**src/hw/rtl/greedy_note_dispenser_top_macros.svh**
```systemverilog
// ----------------------------------------------------------------------------
// Greedy note dispenser assertion macros
// Shared concurrent assertion forms, clocked on clk and held off in reset.
// ----------------------------------------------------------------------------
`ifndef GREEDY_NOTE_DISPENSER_TOP_MACROS_SVH
`define GREEDY_NOTE_DISPENSER_TOP_MACROS_SVH

// Checks a property at every rising edge of clk outside reset.
`define GND_ASSERT(lbl, prop, msg) \
	lbl: assert property (@(posedge clk) disable iff (!arst_n) (prop)) else $error(msg);

// Checks that a condition never holds.
`define GND_ASSERT_NEVER(lbl, cond, msg) \
	`GND_ASSERT(lbl, !(cond), msg)

`endif

```
**src/hw/rtl/gnd_pkg.sv**
```systemverilog
// ----------------------------------------------------------------------------
// Greedy note dispenser package
// Sequencer states, status codes and fixed field widths.
// ----------------------------------------------------------------------------
package gnd_pkg;

	localparam int VAL_W  = 16;
	localparam int STAT_W = 2;

	typedef logic [STAT_W-1:0] status_t;

	localparam status_t STAT_OK      = 2'd0;
	localparam status_t STAT_INEXACT = 2'd1;
	localparam status_t STAT_FULL    = 2'd2;
	localparam status_t STAT_SAT     = 2'd3;

	typedef enum logic [3:0] {
		ST_IDLE,
		ST_ADD_SCAN,
		ST_ADD_WR,
		ST_WD_SCAN,
		ST_WD_DIV,
		ST_WD_MUL,
		ST_WD_SUB,
		ST_PAY,
		ST_RESP
	} state_t;

endpackage

```
**src/hw/rtl/greedy_note_dispenser_top.sv**
```systemverilog
// ----------------------------------------------------------------------------
// Greedy note dispenser
// Stock table of note values and counts with a greedy, exact withdrawal.
// ----------------------------------------------------------------------------
// The s_ channel takes one beat per request: tuser is the action (0 add,
// 1 withdraw) and tdata packs note_value, note_count and amount. The m_
// channel gives the results: tuser is the status, tdata packs paid_value
// and paid_count, and tlast marks the final beat of a request.
// An add scans the table one slot per cycle and then writes its slot. A
// withdrawal runs rounds of a slot scan, a restoring divide, a multiply
// and a subtract. After at most SLOTS rounds it either pays out one beat
// per cycle while the receiver takes them, or ends with a scan that finds
// nothing and a failure beat. Requests of zero notes or a zero amount go
// straight to their response.
// s_tready is high only while the sequencer is idle; it does not wait for
// the last result to be taken. Results are held in an output register, and
// a stalled receiver holds the sequencer at its next result.
// Reset empties the stock table at once and drops m_tvalid.
// ----------------------------------------------------------------------------
`include "greedy_note_dispenser_top_macros.svh"

module greedy_note_dispenser_top
	import gnd_pkg::*;
#(
	parameter int SLOTS      = 8,
	parameter int COUNT_BITS = 16
) (
	input  logic        clk,
	input  logic        arst_n,
	input  logic        s_tvalid,
	output logic        s_tready,
	input  logic [47:0] s_tdata,  // note_value, note_count, amount
	input  logic        s_tuser,  // action
	output logic        m_tvalid,
	input  logic        m_tready,
	output logic [31:0] m_tdata,  // paid_value, paid_count
	output logic [1:0]  m_tuser,  // status
	output logic        m_tlast
);

	localparam int IDX_W = (SLOTS > 1) ? $clog2(SLOTS) : 1;
	localparam int CNT_W = $clog2(SLOTS + 1);
	localparam int CW    = (COUNT_BITS > VAL_W) ? COUNT_BITS : VAL_W;
	localparam int SUM_W = CW + 1;
	localparam logic [IDX_W-1:0] LAST_IDX = IDX_W'(SLOTS - 1);
	localparam logic [COUNT_BITS-1:0] CMAX = {COUNT_BITS{1'b1}};

	state_t state_q, state_d;

	logic [VAL_W-1:0]      val_arr_q [SLOTS];
	logic [COUNT_BITS-1:0] cnt_arr_q [SLOTS];
	logic [SLOTS-1:0]      in_use_q;
	logic [SLOTS-1:0]      seen_q;

	logic [VAL_W-1:0]      note_val_q;
	logic [VAL_W-1:0]      note_cnt_q;
	logic [VAL_W-1:0]      remain_q;
	logic [IDX_W-1:0]      scan_idx_q;
	logic                  match_found_q;
	logic [IDX_W-1:0]      match_idx_q;
	logic                  free_found_q;
	logic [IDX_W-1:0]      free_idx_q;
	logic                  best_found_q;
	logic [IDX_W-1:0]      best_idx_q;
	logic [VAL_W-1:0]      best_val_q;
	logic [COUNT_BITS-1:0] best_cnt_q;
	logic [VAL_W-1:0]      div_r_q;
	logic [VAL_W-1:0]      div_n_q;
	logic [3:0]            div_cnt_q;
	logic [2*VAL_W-1:0]    prod_q;
	logic [IDX_W-1:0]      order_q [SLOTS];
	logic [VAL_W-1:0]      take_q [SLOTS];
	logic [CNT_W-1:0]      used_q;
	logic [IDX_W-1:0]      pay_idx_q;
	status_t               resp_status_q;

	logic                  m_tvalid_q;
	logic [VAL_W-1:0]      paid_val_q;
	logic [VAL_W-1:0]      paid_cnt_q;
	status_t               m_status_q;
	logic                  m_last_q;

	logic                  accept;
	logic                  out_free;
	logic                  out_load;
	logic                  scan_end;
	logic [IDX_W-1:0]      add_slot;
	logic [IDX_W-1:0]      pay_slot;
	logic [IDX_W-1:0]      rd_idx;
	logic [VAL_W-1:0]      rd_val;
	logic [COUNT_BITS-1:0] rd_cnt;
	logic                  rd_use;
	logic                  cand;
	logic                  best_found_nx;
	logic [COUNT_BITS-1:0] add_base;
	logic [SUM_W-1:0]      add_sum;
	logic                  add_sat;
	logic [VAL_W:0]        div_rem_w;
	logic                  div_ge;
	logic [VAL_W-1:0]      take_k;
	logic [VAL_W-1:0]      remain_nx;
	logic                  pay_last;
	logic [VAL_W-1:0]      pay_take;
	logic [COUNT_BITS-1:0] pay_cnt_nx;

	// Control outputs of the sequencer.
	always_comb begin
		s_tready = (state_q == ST_IDLE);
		out_free = !m_tvalid_q || m_tready;
		out_load = ((state_q == ST_PAY) || (state_q == ST_RESP)) && out_free;
	end

	assign accept   = s_tvalid && s_tready;
	assign scan_end = (scan_idx_q == LAST_IDX);
	assign add_slot = match_found_q ? match_idx_q : free_idx_q;
	assign pay_slot = order_q[pay_idx_q];
	assign pay_take = take_q[pay_idx_q];
	assign pay_last = (CNT_W'(pay_idx_q) == (used_q - CNT_W'(1)));

	always_comb begin
		unique case (state_q)
			ST_ADD_WR: rd_idx = add_slot;
			ST_PAY:    rd_idx = pay_slot;
			default:   rd_idx = scan_idx_q;
		endcase
	end

	assign rd_val = val_arr_q[rd_idx];
	assign rd_cnt = cnt_arr_q[rd_idx];
	assign rd_use = in_use_q[rd_idx];

	assign cand = !seen_q[scan_idx_q] && rd_use && (rd_cnt != '0) && (rd_val != '0)
		&& (rd_val <= remain_q) && (!best_found_q || (rd_val > best_val_q));
	assign best_found_nx = best_found_q || cand;

	assign add_base = match_found_q ? rd_cnt : '0;
	assign add_sum  = SUM_W'(add_base) + SUM_W'(note_cnt_q);
	assign add_sat  = (add_sum > SUM_W'(CMAX));

	assign div_rem_w = {div_r_q, div_n_q[VAL_W-1]};
	assign div_ge    = (div_rem_w >= {1'b0, best_val_q});

	assign take_k    = (CW'(div_n_q) > CW'(best_cnt_q)) ? VAL_W'(best_cnt_q) : div_n_q;
	assign remain_nx = remain_q - prod_q[VAL_W-1:0];
	assign pay_cnt_nx = rd_cnt - COUNT_BITS'(pay_take);

	// Next state.
	always_comb begin
		state_d = state_q;
		unique case (state_q)
			ST_IDLE: begin
				if (accept) begin
					if (!s_tuser) begin
						state_d = (s_tdata[31:16] == '0) ? ST_RESP : ST_ADD_SCAN;
					end else begin
						state_d = (s_tdata[47:32] == '0) ? ST_RESP : ST_WD_SCAN;
					end
				end
			end
			ST_ADD_SCAN: begin
				if (scan_end) begin
					state_d = ST_ADD_WR;
				end
			end
			ST_ADD_WR: state_d = ST_RESP;
			ST_WD_SCAN: begin
				if (scan_end) begin
					state_d = best_found_nx ? ST_WD_DIV : ST_RESP;
				end
			end
			ST_WD_DIV: begin
				if (div_cnt_q == 4'd15) begin
					state_d = ST_WD_MUL;
				end
			end
			ST_WD_MUL: state_d = ST_WD_SUB;
			ST_WD_SUB: state_d = (remain_nx == '0) ? ST_PAY : ST_WD_SCAN;
			ST_PAY: begin
				if (out_free && pay_last) begin
					state_d = ST_IDLE;
				end
			end
			ST_RESP: begin
				if (out_free) begin
					state_d = ST_IDLE;
				end
			end
			default: state_d = ST_IDLE;
		endcase
	end

	always_ff @(posedge clk or negedge arst_n) begin
		if (!arst_n) begin
			state_q <= ST_IDLE;
		end else begin
			state_q <= state_d;
		end
	end

	// Slot occupancy and round bookkeeping.
	always_ff @(posedge clk or negedge arst_n) begin
		if (!arst_n) begin
			in_use_q     <= '0;
			seen_q       <= '0;
			used_q       <= '0;
			best_found_q <= 1'b0;
			m_tvalid_q   <= 1'b0;
		end else begin
			if (out_load) begin
				m_tvalid_q <= 1'b1;
			end else if (m_tready) begin
				m_tvalid_q <= 1'b0;
			end
			unique case (state_q)
				ST_IDLE: begin
					seen_q       <= '0;
					used_q       <= '0;
					best_found_q <= 1'b0;
				end
				ST_ADD_WR: begin
					if (match_found_q || free_found_q) begin
						in_use_q[add_slot] <= 1'b1;
					end
				end
				ST_WD_SCAN: begin
					best_found_q <= best_found_nx;
				end
				ST_WD_MUL: begin
					seen_q[best_idx_q] <= 1'b1;
					used_q             <= used_q + CNT_W'(1);
				end
				ST_WD_SUB: begin
					best_found_q <= 1'b0;
				end
				ST_PAY: begin
					if (out_free && (pay_cnt_nx == '0)) begin
						in_use_q[pay_slot] <= 1'b0;
					end
				end
				default: begin
				end
			endcase
		end
	end

	// Stock storage.
	always_ff @(posedge clk) begin
		if ((state_q == ST_ADD_WR) && (match_found_q || free_found_q)) begin
			val_arr_q[add_slot] <= note_val_q;
			cnt_arr_q[add_slot] <= add_sat ? CMAX : add_sum[COUNT_BITS-1:0];
		end else if ((state_q == ST_PAY) && out_free) begin
			cnt_arr_q[pay_slot] <= pay_cnt_nx;
			if (pay_cnt_nx == '0) begin
				val_arr_q[pay_slot] <= '0;
			end
		end
	end

	// Working registers of the shared scan, divide and multiply unit.
	always_ff @(posedge clk) begin
		unique case (state_q)
			ST_IDLE: begin
				note_val_q    <= s_tdata[15:0];
				note_cnt_q    <= s_tdata[31:16];
				remain_q      <= s_tdata[47:32];
				scan_idx_q    <= '0;
				match_found_q <= 1'b0;
				free_found_q  <= 1'b0;
				pay_idx_q     <= '0;
				resp_status_q <= STAT_OK;
			end
			ST_ADD_SCAN: begin
				scan_idx_q <= scan_idx_q + IDX_W'(1);
				if (!match_found_q && rd_use && (rd_val == note_val_q)) begin
					match_found_q <= 1'b1;
					match_idx_q   <= scan_idx_q;
				end
				if (!free_found_q && !rd_use) begin
					free_found_q <= 1'b1;
					free_idx_q   <= scan_idx_q;
				end
			end
			ST_ADD_WR: begin
				if (!match_found_q && !free_found_q) begin
					resp_status_q <= STAT_FULL;
				end else if (add_sat) begin
					resp_status_q <= STAT_SAT;
				end else begin
					resp_status_q <= STAT_OK;
				end
			end
			ST_WD_SCAN: begin
				scan_idx_q <= scan_idx_q + IDX_W'(1);
				if (cand) begin
					best_idx_q <= scan_idx_q;
					best_val_q <= rd_val;
					best_cnt_q <= rd_cnt;
				end
				if (scan_end) begin
					div_r_q   <= '0;
					div_n_q   <= remain_q;
					div_cnt_q <= '0;
					if (!best_found_nx) begin
						resp_status_q <= STAT_INEXACT;
					end
				end
			end
			ST_WD_DIV: begin
				div_r_q   <= div_ge ? VAL_W'(div_rem_w - {1'b0, best_val_q})
					: div_rem_w[VAL_W-1:0];
				div_n_q   <= {div_n_q[VAL_W-2:0], div_ge};
				div_cnt_q <= div_cnt_q + 4'd1;
			end
			ST_WD_MUL: begin
				prod_q                      <= take_k * best_val_q;
				take_q[used_q[IDX_W-1:0]]  <= take_k;
				order_q[used_q[IDX_W-1:0]] <= best_idx_q;
			end
			ST_WD_SUB: begin
				remain_q   <= remain_nx;
				scan_idx_q <= '0;
			end
			ST_PAY: begin
				if (out_free) begin
					pay_idx_q <= pay_idx_q + IDX_W'(1);
				end
			end
			default: begin
			end
		endcase
	end

	// Output register.
	always_ff @(posedge clk) begin
		if (out_load) begin
			if (state_q == ST_PAY) begin
				m_status_q <= STAT_OK;
				paid_val_q <= rd_val;
				paid_cnt_q <= pay_take;
				m_last_q   <= pay_last;
			end else begin
				m_status_q <= resp_status_q;
				paid_val_q <= '0;
				paid_cnt_q <= '0;
				m_last_q   <= 1'b1;
			end
		end
	end

	assign m_tvalid = m_tvalid_q;
	assign m_tdata  = {paid_cnt_q, paid_val_q};
	assign m_tuser  = m_status_q;
	assign m_tlast  = m_last_q;

	`GND_ASSERT(a_pay_in_range, (state_q == ST_PAY) |-> (CNT_W'(pay_idx_q) < used_q),
		"Payout index ran past the recorded denominations.")
	`GND_ASSERT(a_pay_slot_live, (state_q == ST_PAY) |-> in_use_q[pay_slot],
		"Payout reads a slot that is not in use.")
	`GND_ASSERT_NEVER(a_div_zero, (state_q == ST_WD_DIV) && (best_val_q == '0),
		"Divider started with a zero divisor.")
	`GND_ASSERT(a_round_count, (state_q == ST_WD_MUL) |=> (used_q == $past(used_q) + CNT_W'(1)),
		"Round count did not advance after a take.")

endmodule
```
**config.mk**
```make
export PLATFORM = sky130hd
export DESIGN_NAME = greedy_note_dispenser_top
export DESIGN_NICKNAME = d
export VERILOG_FILES = /design/src/hw/rtl/gnd_pkg.sv /design/src/hw/rtl/greedy_note_dispenser_top.sv
export VERILOG_INCLUDE_DIRS = /design/src /design/src/hw/rtl
export SDC_FILE = /design/constraint.sdc
export NUM_CORES = 1
export LEC_CHECK = 0
export BUFFER_PORTS_ARGS = -buffer_cell sky130_fd_sc_hd__buf_2
export CAP_MARGIN = 15
export CORE_UTILIZATION = 49
export DETAILED_ROUTE_END_ITERATION = 16
export PLACE_DENSITY = 0.7
export SYNTH_ARGS = -nofsm -noshare
export SYNTH_HDL_FRONTEND = slang
export SYNTH_SLANG_ARGS = --single-unit
```
**constraint.sdc**
```tcl
create_clock -name clk -period 7.2 [get_ports clk]
set_input_delay 1.44 -clock clk [delete_from_list [all_inputs] [get_ports clk]]
set_output_delay 1.44 -clock clk [all_outputs]
set_load 0.01 [all_outputs]
```
==> flow_summary.toml, run 1 <==
[sta]
rsz0062_at_grt = "true"
fmax_mhz = 142
slew_viol_final = 0
hold_viol_final = 0
period_minus_slack_ns = 7.06
finalSetupViolCount = 0
worst_pin_slew_ns = 1.18
post-route-period-util_pct = 98.1
slew_headroom_pct = 20.8
skew_ns = 0.0239

[synthesis]
synth.top_cell.area_share_pct = 54.7
synthMostInstantiatedCell = "edfxtp_1"
yosys-top-cells-area = "edfxtp_1 (55%), ha_1 (6.3%), fa_1 (5.2%)"
synth_common_cells = "edfxtp_1 (594), inv_1 (206), nor2_1 (196), ha_1 (165), nand2_1 (164)"
ys_ff_latch = 623
synth-edff-count = 594
yosys_most_used_dff = "edfxtp_1"
synthArstFlopShare_pct = 4.17
synth_area_leader_cell = "edfxtp_1"
yosys_warnings = 0
synth_area_per_cell_um2 = 13.2
synth_cell_types = 81
synth_area_mm2 = 0.0326
synth_fp_nets = 2766
synthCells = 2464
seq_area_frac_synth_pct = 56.9

[clock_tree]
clkSinkCount = 623
cts.clk_slew.worst_paths_ns = 0.07
cts_buffer_depth = 3
htreeDepth = 3
tritoncts.num_buffers = 66
insertion_delay_ns = 0.61
hold_buffers = 0
cts_root_buf = "clkbuf_16"
cts_tree = "built"

[critical_path]
reg2reg_depth = 27
critPathLaunchType = "flip-flop"
crit_path_end = "prod_q[15]$_DFFE_PP_"
regToRegEndpoint = "prod_q[15]$_DFFE_PP_"
path_max_fanout = 8
cp.required_ns = 7.54
crit_start = "div_n_q[1]$_DFFE_PP_"
crit_path_end_kind = "flip-flop"
worstSetupPathType = "flip-flop to flip-flop"
reg2reg_slack_ns = 0.14
cp.arrival_ns = 7.41
r2r-start = "div_n_q[1]$_DFFE_PP_"

[hold_path]
holdPathStages = 2
hp-class = "flip-flop to flip-flop"
hp-start = "seen_q[5]$_DFFE_PN0P_"

[floorplan]
coreArea_mm2 = 0.0657
start_util_pct = 49.6
placementRows = 94
fp.dieW_um = 260
io_pins = 90
fp.dieArea_mm2 = 0.0675
die_height_um = 260

[place]
gp_congestion = 0.926
hpwl_mm = 59.0
port_buffers = 89
place_inst = 3453

[layout]
drive_gt1_share_pct = 16.1
fillers = 5289
layout.nets = 2976
multi_input_area_mm2 = 0.0131
seqCellArea_mm2 = 0.0185
final_cells = 3587
diodes = 0
area_growth_pct = 13.4

[detailed_routing]
via_per_inst = 5.84
initialDrtViolationCount = 1820
final_antenna_net_count = 0
wl_per_cell_um = 23.1
drt_wl_total_mm = 83.0
drt_pre_antenna_iters = 7
dr_total_vias = 20958
drc = 0

[outcome]
status = "complete, no violations"

[global_route]
antenna_found_initial = 6
grt_util_all_layers_pct = 24.7
grt_overflow = 0
grt_max_degree = 67
grt_pass1_vias = 20709
grt_pass1_wl_mm = 125

[flow_run]
drv_cap = 0
==> worst max-delay path, cell delays in order (launching register included) <==
cell      delay, ns
edfxtp_1       0.39
ha_1           0.30
nor2b_1        0.14
o211ai_1       0.21
a21oi_1        0.10
o31ai_1        0.23
a22o_2         0.28
buf_6          0.14
nor2_1         0.04
a21oi_1        0.14
buf_4          0.17
buf_4          0.11
nor2_1         0.04
fa_1           0.49
inv_1          0.05
fa_1           0.57
fa_1           0.47
fa_1           0.55
inv_1          0.05
fa_1           0.49
inv_1          0.05
fa_1           0.48
inv_1          0.04
ha_1           0.31
nor2b_1        0.15
o21a_1         0.18
o41a_1         0.30
xnor3_1        0.36
==> cells in the final DEF, fill, tap and decap left out, types with 24 or more instances in the layout <==
| cell type | count |
|---|---|
| edfxtp_1 | 594 |
| inv_1 | 205 |
| nor2_1 | 193 |
| ha_1 | 165 |
| nand2_1 | 164 |
| buf_4 | 124 |
| mux2i_1 | 103 |
| buf_2 | 90 |
| and2_1 | 84 |
| fa_1 | 82 |
| a21oi_1 | 77 |
| o21ai_0 | 73 |
| xnor2_1 | 68 |
| clkbuf_16 | 68 |
| mux4_2 | 41 |
| xor2_1 | 41 |
| mux2_2 | 38 |
| mux2_1 | 37 |
| o22ai_1 | 31 |
| nand3_1 | 28 |
| a21o_1 | 28 |
| dfrtp_1 | 26 |
| nor2b_1 | 25 |
| a31oi_1 | 25 |
| a221oi_1 | 24 |
==> per-layer routing <==
metal  part of all wire (%)  GRT usage [%]  routed length, um  vias to the layer above
met5                  0.031              0                 26                        -
met4                    3.2           7.89               2640                        4
met2                     47           39.4              39100                      869
met1                     43           34.5              35400                    10478
li1                       -              -                  -                     9438
met3                    7.0           4.23               5830                      169
==> registers in the layout (all words and copies together) (netlist names), 4 cells and up, named ones only <==
| name | cells |
|---|---|
| cnt_arr_q | 128 |
| take_q | 128 |
| val_arr_q | 128 |
| order_q | 24 |
| best_cnt_q | 16 |
| best_val_q | 16 |
| div_n_q | 16 |
| div_r_q | 16 |
| note_cnt_q | 16 |
| note_val_q | 16 |
| paid_cnt_q | 16 |
| paid_val_q | 16 |
| prod_q | 16 |
| remain_q | 16 |
| in_use_q | 8 |
| seen_q | 8 |
| div_cnt_q | 4 |
| state_q | 4 |
| used_q | 4 |
==> cell type report <==
| type | count | share of cell area [%] |
|---|---|---|
| clock buffer | 85 | 4.83 |
| multi-input combinational | 1556 | 35.3 |
| tap | 864 | 2.93 |
| clock inverter | 32 | 0.674 |
| inverter | 208 | 2.11 |
| sequential | 623 | 50.2 |
| timing repair buffer | 219 | 3.94 |
==> kinds of logic after synthesis <==
group           Yosys count  synth area share (%)
flops                   623                  56.9
simple gates            614                  8.96
compound gates          353                  7.07
buf+inv                 285                  3.42
fa+ha+maj               249                  11.5
mux                     229                  9.07
xor+xnor                111                  3.07
==> worst min-delay path by stage <==
stage | end | slack [ns]
2_1_floorplan | in_use_q[1]$_DFFE_PN0P_ | 0.46
3_3_place_gp | seen_q[3]$_DFFE_PN0P_ | 0.47
3_5_place_dp | in_use_q[3]$_DFFE_PN0P_ | 0.49
4_1_cts | seen_q[5]$_DFFE_PN0P_ | 0.50
5_1_grt | seen_q[7]$_DFFE_PN0P_ | 0.52
6_report | seen_q[5]$_DFFE_PN0P_ | 0.49
==> timing repair <==
item,CTS,global route
buffers inserted,2,14
endpoints found under the setup margin,1,255
cloned,0,1
resized for setup,2,16
pin swaps,2,11
==> through the flow <==
step / hold slack [ns] / TNS, ns / worst slack [ns] / utilization (%) / cell area (um2)
6_report: 0.495 / 0 / 0.136 / 56.2 / 37000
5_1_grt: 0.516 / -0.0878 / -0.0878 / 56.2 / 37000
4_1_cts: 0.499 / 0 / 0.0240 / 55.9 / 36800
3_5_place_dp: 0.488 / -0.145 / -0.145 / 52.8 / 34700
3_3_place_gp: 0.473 / 0 / 0.0532 / 52.8 / 34700
2_1_floorplan: 0.455 / 0 / 0.0292 / - / 32600
Power of run 1 is not shown: default switching activity piles up to over one toggle a cycle in this logic, so the estimate is an artifact.
==> inputs of run 2 (changes only) <==
clock period = 5.9 ns   (was 7.2 ns; I/O delays follow)
==> run 2 against run 1 <==
  * The flow now finishes with violations (negative setup slack)
  * Highest routed layer unchanged
  * Non-clock buffer count increased by 230
  * Final area increased by 8.8%
  * Cell count increased by 6.4%
  * First-iteration DRC count increased by 4.9%
  * Flip-flop and latch count unchanged
==> flow_summary.toml, run 2 (same netlist as run 1, synthesis figures left out) <==
[outcome]
status = "finished, violations left"
failed_checks = "negative setup slack"

[sta]
slew_viol_final = 0
worst_pin_slew_ns = 1.16
hold_viol_final = 0
finalSetupViolCount = 262
skew_ns = 0.0202
tns_ns = -54.76
final.setup.worst_slack_ns = -0.889
rsz0062_at_grt = "true"
post-route-period-util_pct = 115
whs_ns = 0.508
fmax_mhz = 147
slew_headroom_pct = 22.7
period_minus_slack_ns = 6.79

[clock_tree]
hold_buffers = 0
cts_tree = "built"
cts_buffer_depth = 3
tritoncts.num_buffers = 67
htreeDepth = 3
insertion_delay_ns = 0.61
clkSinkCount = 623
cts.clk_slew.worst_paths_ns = 0.06
cts_root_buf = "clkbuf_16"

[global_route]
grt_util_all_layers_pct = 26.2
grt_pass1_vias = 22470
grt_overflow = 0
grt_pass1_wl_mm = 132
grt_max_degree = 46
antenna_found_initial = 4

[detailed_routing]
final_antenna_net_count = 0
via_per_inst = 5.83
wl_per_cell_um = 23.2
dr_total_vias = 22252
drc = 0
drt_pre_antenna_iters = 6
initialDrtViolationCount = 1910
drt_wl_total_mm = 88.7

[place]
dpl_cell_area_mm2 = 0.0364
dp_slack_ns = -0.952
gp_congestion = 0.942
port_buffers = 89
hpwl_mm = 61.6

[critical_path]
path_max_fanout = 8
crit_path_end_kind = "flip-flop"
critPathLaunchType = "flip-flop"
cp.required_ns = 6.24
worstSetupPathType = "flip-flop to flip-flop"
cp.arrival_ns = 7.13
reg2reg_slack_ns = -0.89

[layout]
fillers = 4863
final_common_cell = "edfxtp_1"
drive_gt1_share_pct = 28.0
layout.nets = 3207
area_growth_pct = 23.4
diodes = 0
fin_area_mm2 = 0.0402
final_cell_mix = "edfxtp_1 (594), buf_4 (305), inv_1 (193)"

[flow_run]
drv_cap = 0

[floorplan]
die_height_um = 260
coreArea_mm2 = 0.0657
io_pins = 90
start_util_pct = 49.6
placementRows = 94
fp.dieW_um = 260
fp.dieArea_mm2 = 0.0675

[hold_path]
hp-class = "flip-flop to flip-flop"
-- run 2: cell count changes in the layout (fill, tap and decap cells not counted), sizes merged --
cell and delta:
clkinvlp +5, clkbuf -7, bufinv +1, inv +3, buf +228, clkinv +1
-- run 2: cell type report --
cell class	count	area (um2)	share of cell area [%]
multi-input cells	1556	14100	34.9
repair buffers	449	3660	9.11
flip-flops and latches	623	18600	46.1
clock inverters	42	350	0.871
clock buffers	76	1730	4.31
inverters	208	781	1.94
well taps	864	1080	2.69
-- run 2: repair_timing --
action | 4_1_cts | 5_1_grt
gates cloned | 8 | 2
setup buffers | 39 | 26
endpoints found under the setup margin | 439 | 437
pin swaps | 28 | 56
gates resized for setup | 151 | 116
-- run 2: path summary, 6_finish.rpt --
path | to | cells past startpoint | start
setup / recovery | prod_q[15]$_DFFE_PP_ | 26 | div_n_q[1]$_DFFE_PP_
hold / removal | in_use_q[1]$_DFFE_PN0P_ | 2 | in_use_q[1]$_DFFE_PN0P_
setup reg to reg | prod_q[15]$_DFFE_PP_ | 26 | div_n_q[1]$_DFFE_PP_
hold reg to reg | in_use_q[1]$_DFFE_PN0P_ | 2 | in_use_q[1]$_DFFE_PN0P_
max in group asynchronous | state_q[0]$_DFFE_PN0P_ | 1 | arst_n
min in group asynchronous | in_use_q[5]$_DFFE_PN0P_ | 1 | arst_n
-- run 2: routing by layer --
layer / vias to the layer above / part of all wire (%) / global-route usage [%] / wire length (um)
li1: 9911 / - / - / -
met1: 11173 / 41 / 35.8 / 36500
met2: 970 / 48 / 42.1 / 42500
met3: 192 / 7.2 / 4.35 / 6380
met4: 6 / 3.6 / 9.66 / 3220
met5: - / 0.067 / 0 / 59
-- run 2: through the flow --
stage | std cells | utilization, %
final | 3818 | 61.2
after detailed placement | 3641 | 55.4
after global placement | 3641 | 55.4
after global routing | 3818 | 61.2
after floorplan | 2464 | -
after CTS | 3805 | 60.2
-- run 2: critical path, stage by stage, from the launching register on --
cell      delay, ns
edfxtp_1       0.39
ha_1           0.32
nor2b_1        0.15
o211ai_1       0.19
a21oi_1        0.10
o31ai_1        0.22
a22o_2         0.23
buf_6          0.17
mux2i_4        0.32
buf_6          0.17
nor2_4         0.04
fa_1           0.50
fa_1           0.50
ha_2           0.20
fa_1           0.48
inv_1          0.05
fa_1           0.46
fa_1           0.53
inv_2          0.05
ha_4           0.22
a21oi_4        0.19
o21bai_4       0.09
a21oi_2        0.16
nor2b_1        0.06
o21a_1         0.20
o41a_1         0.34
xnor3_1        0.18
Power of run 2 is left out for the same reason.
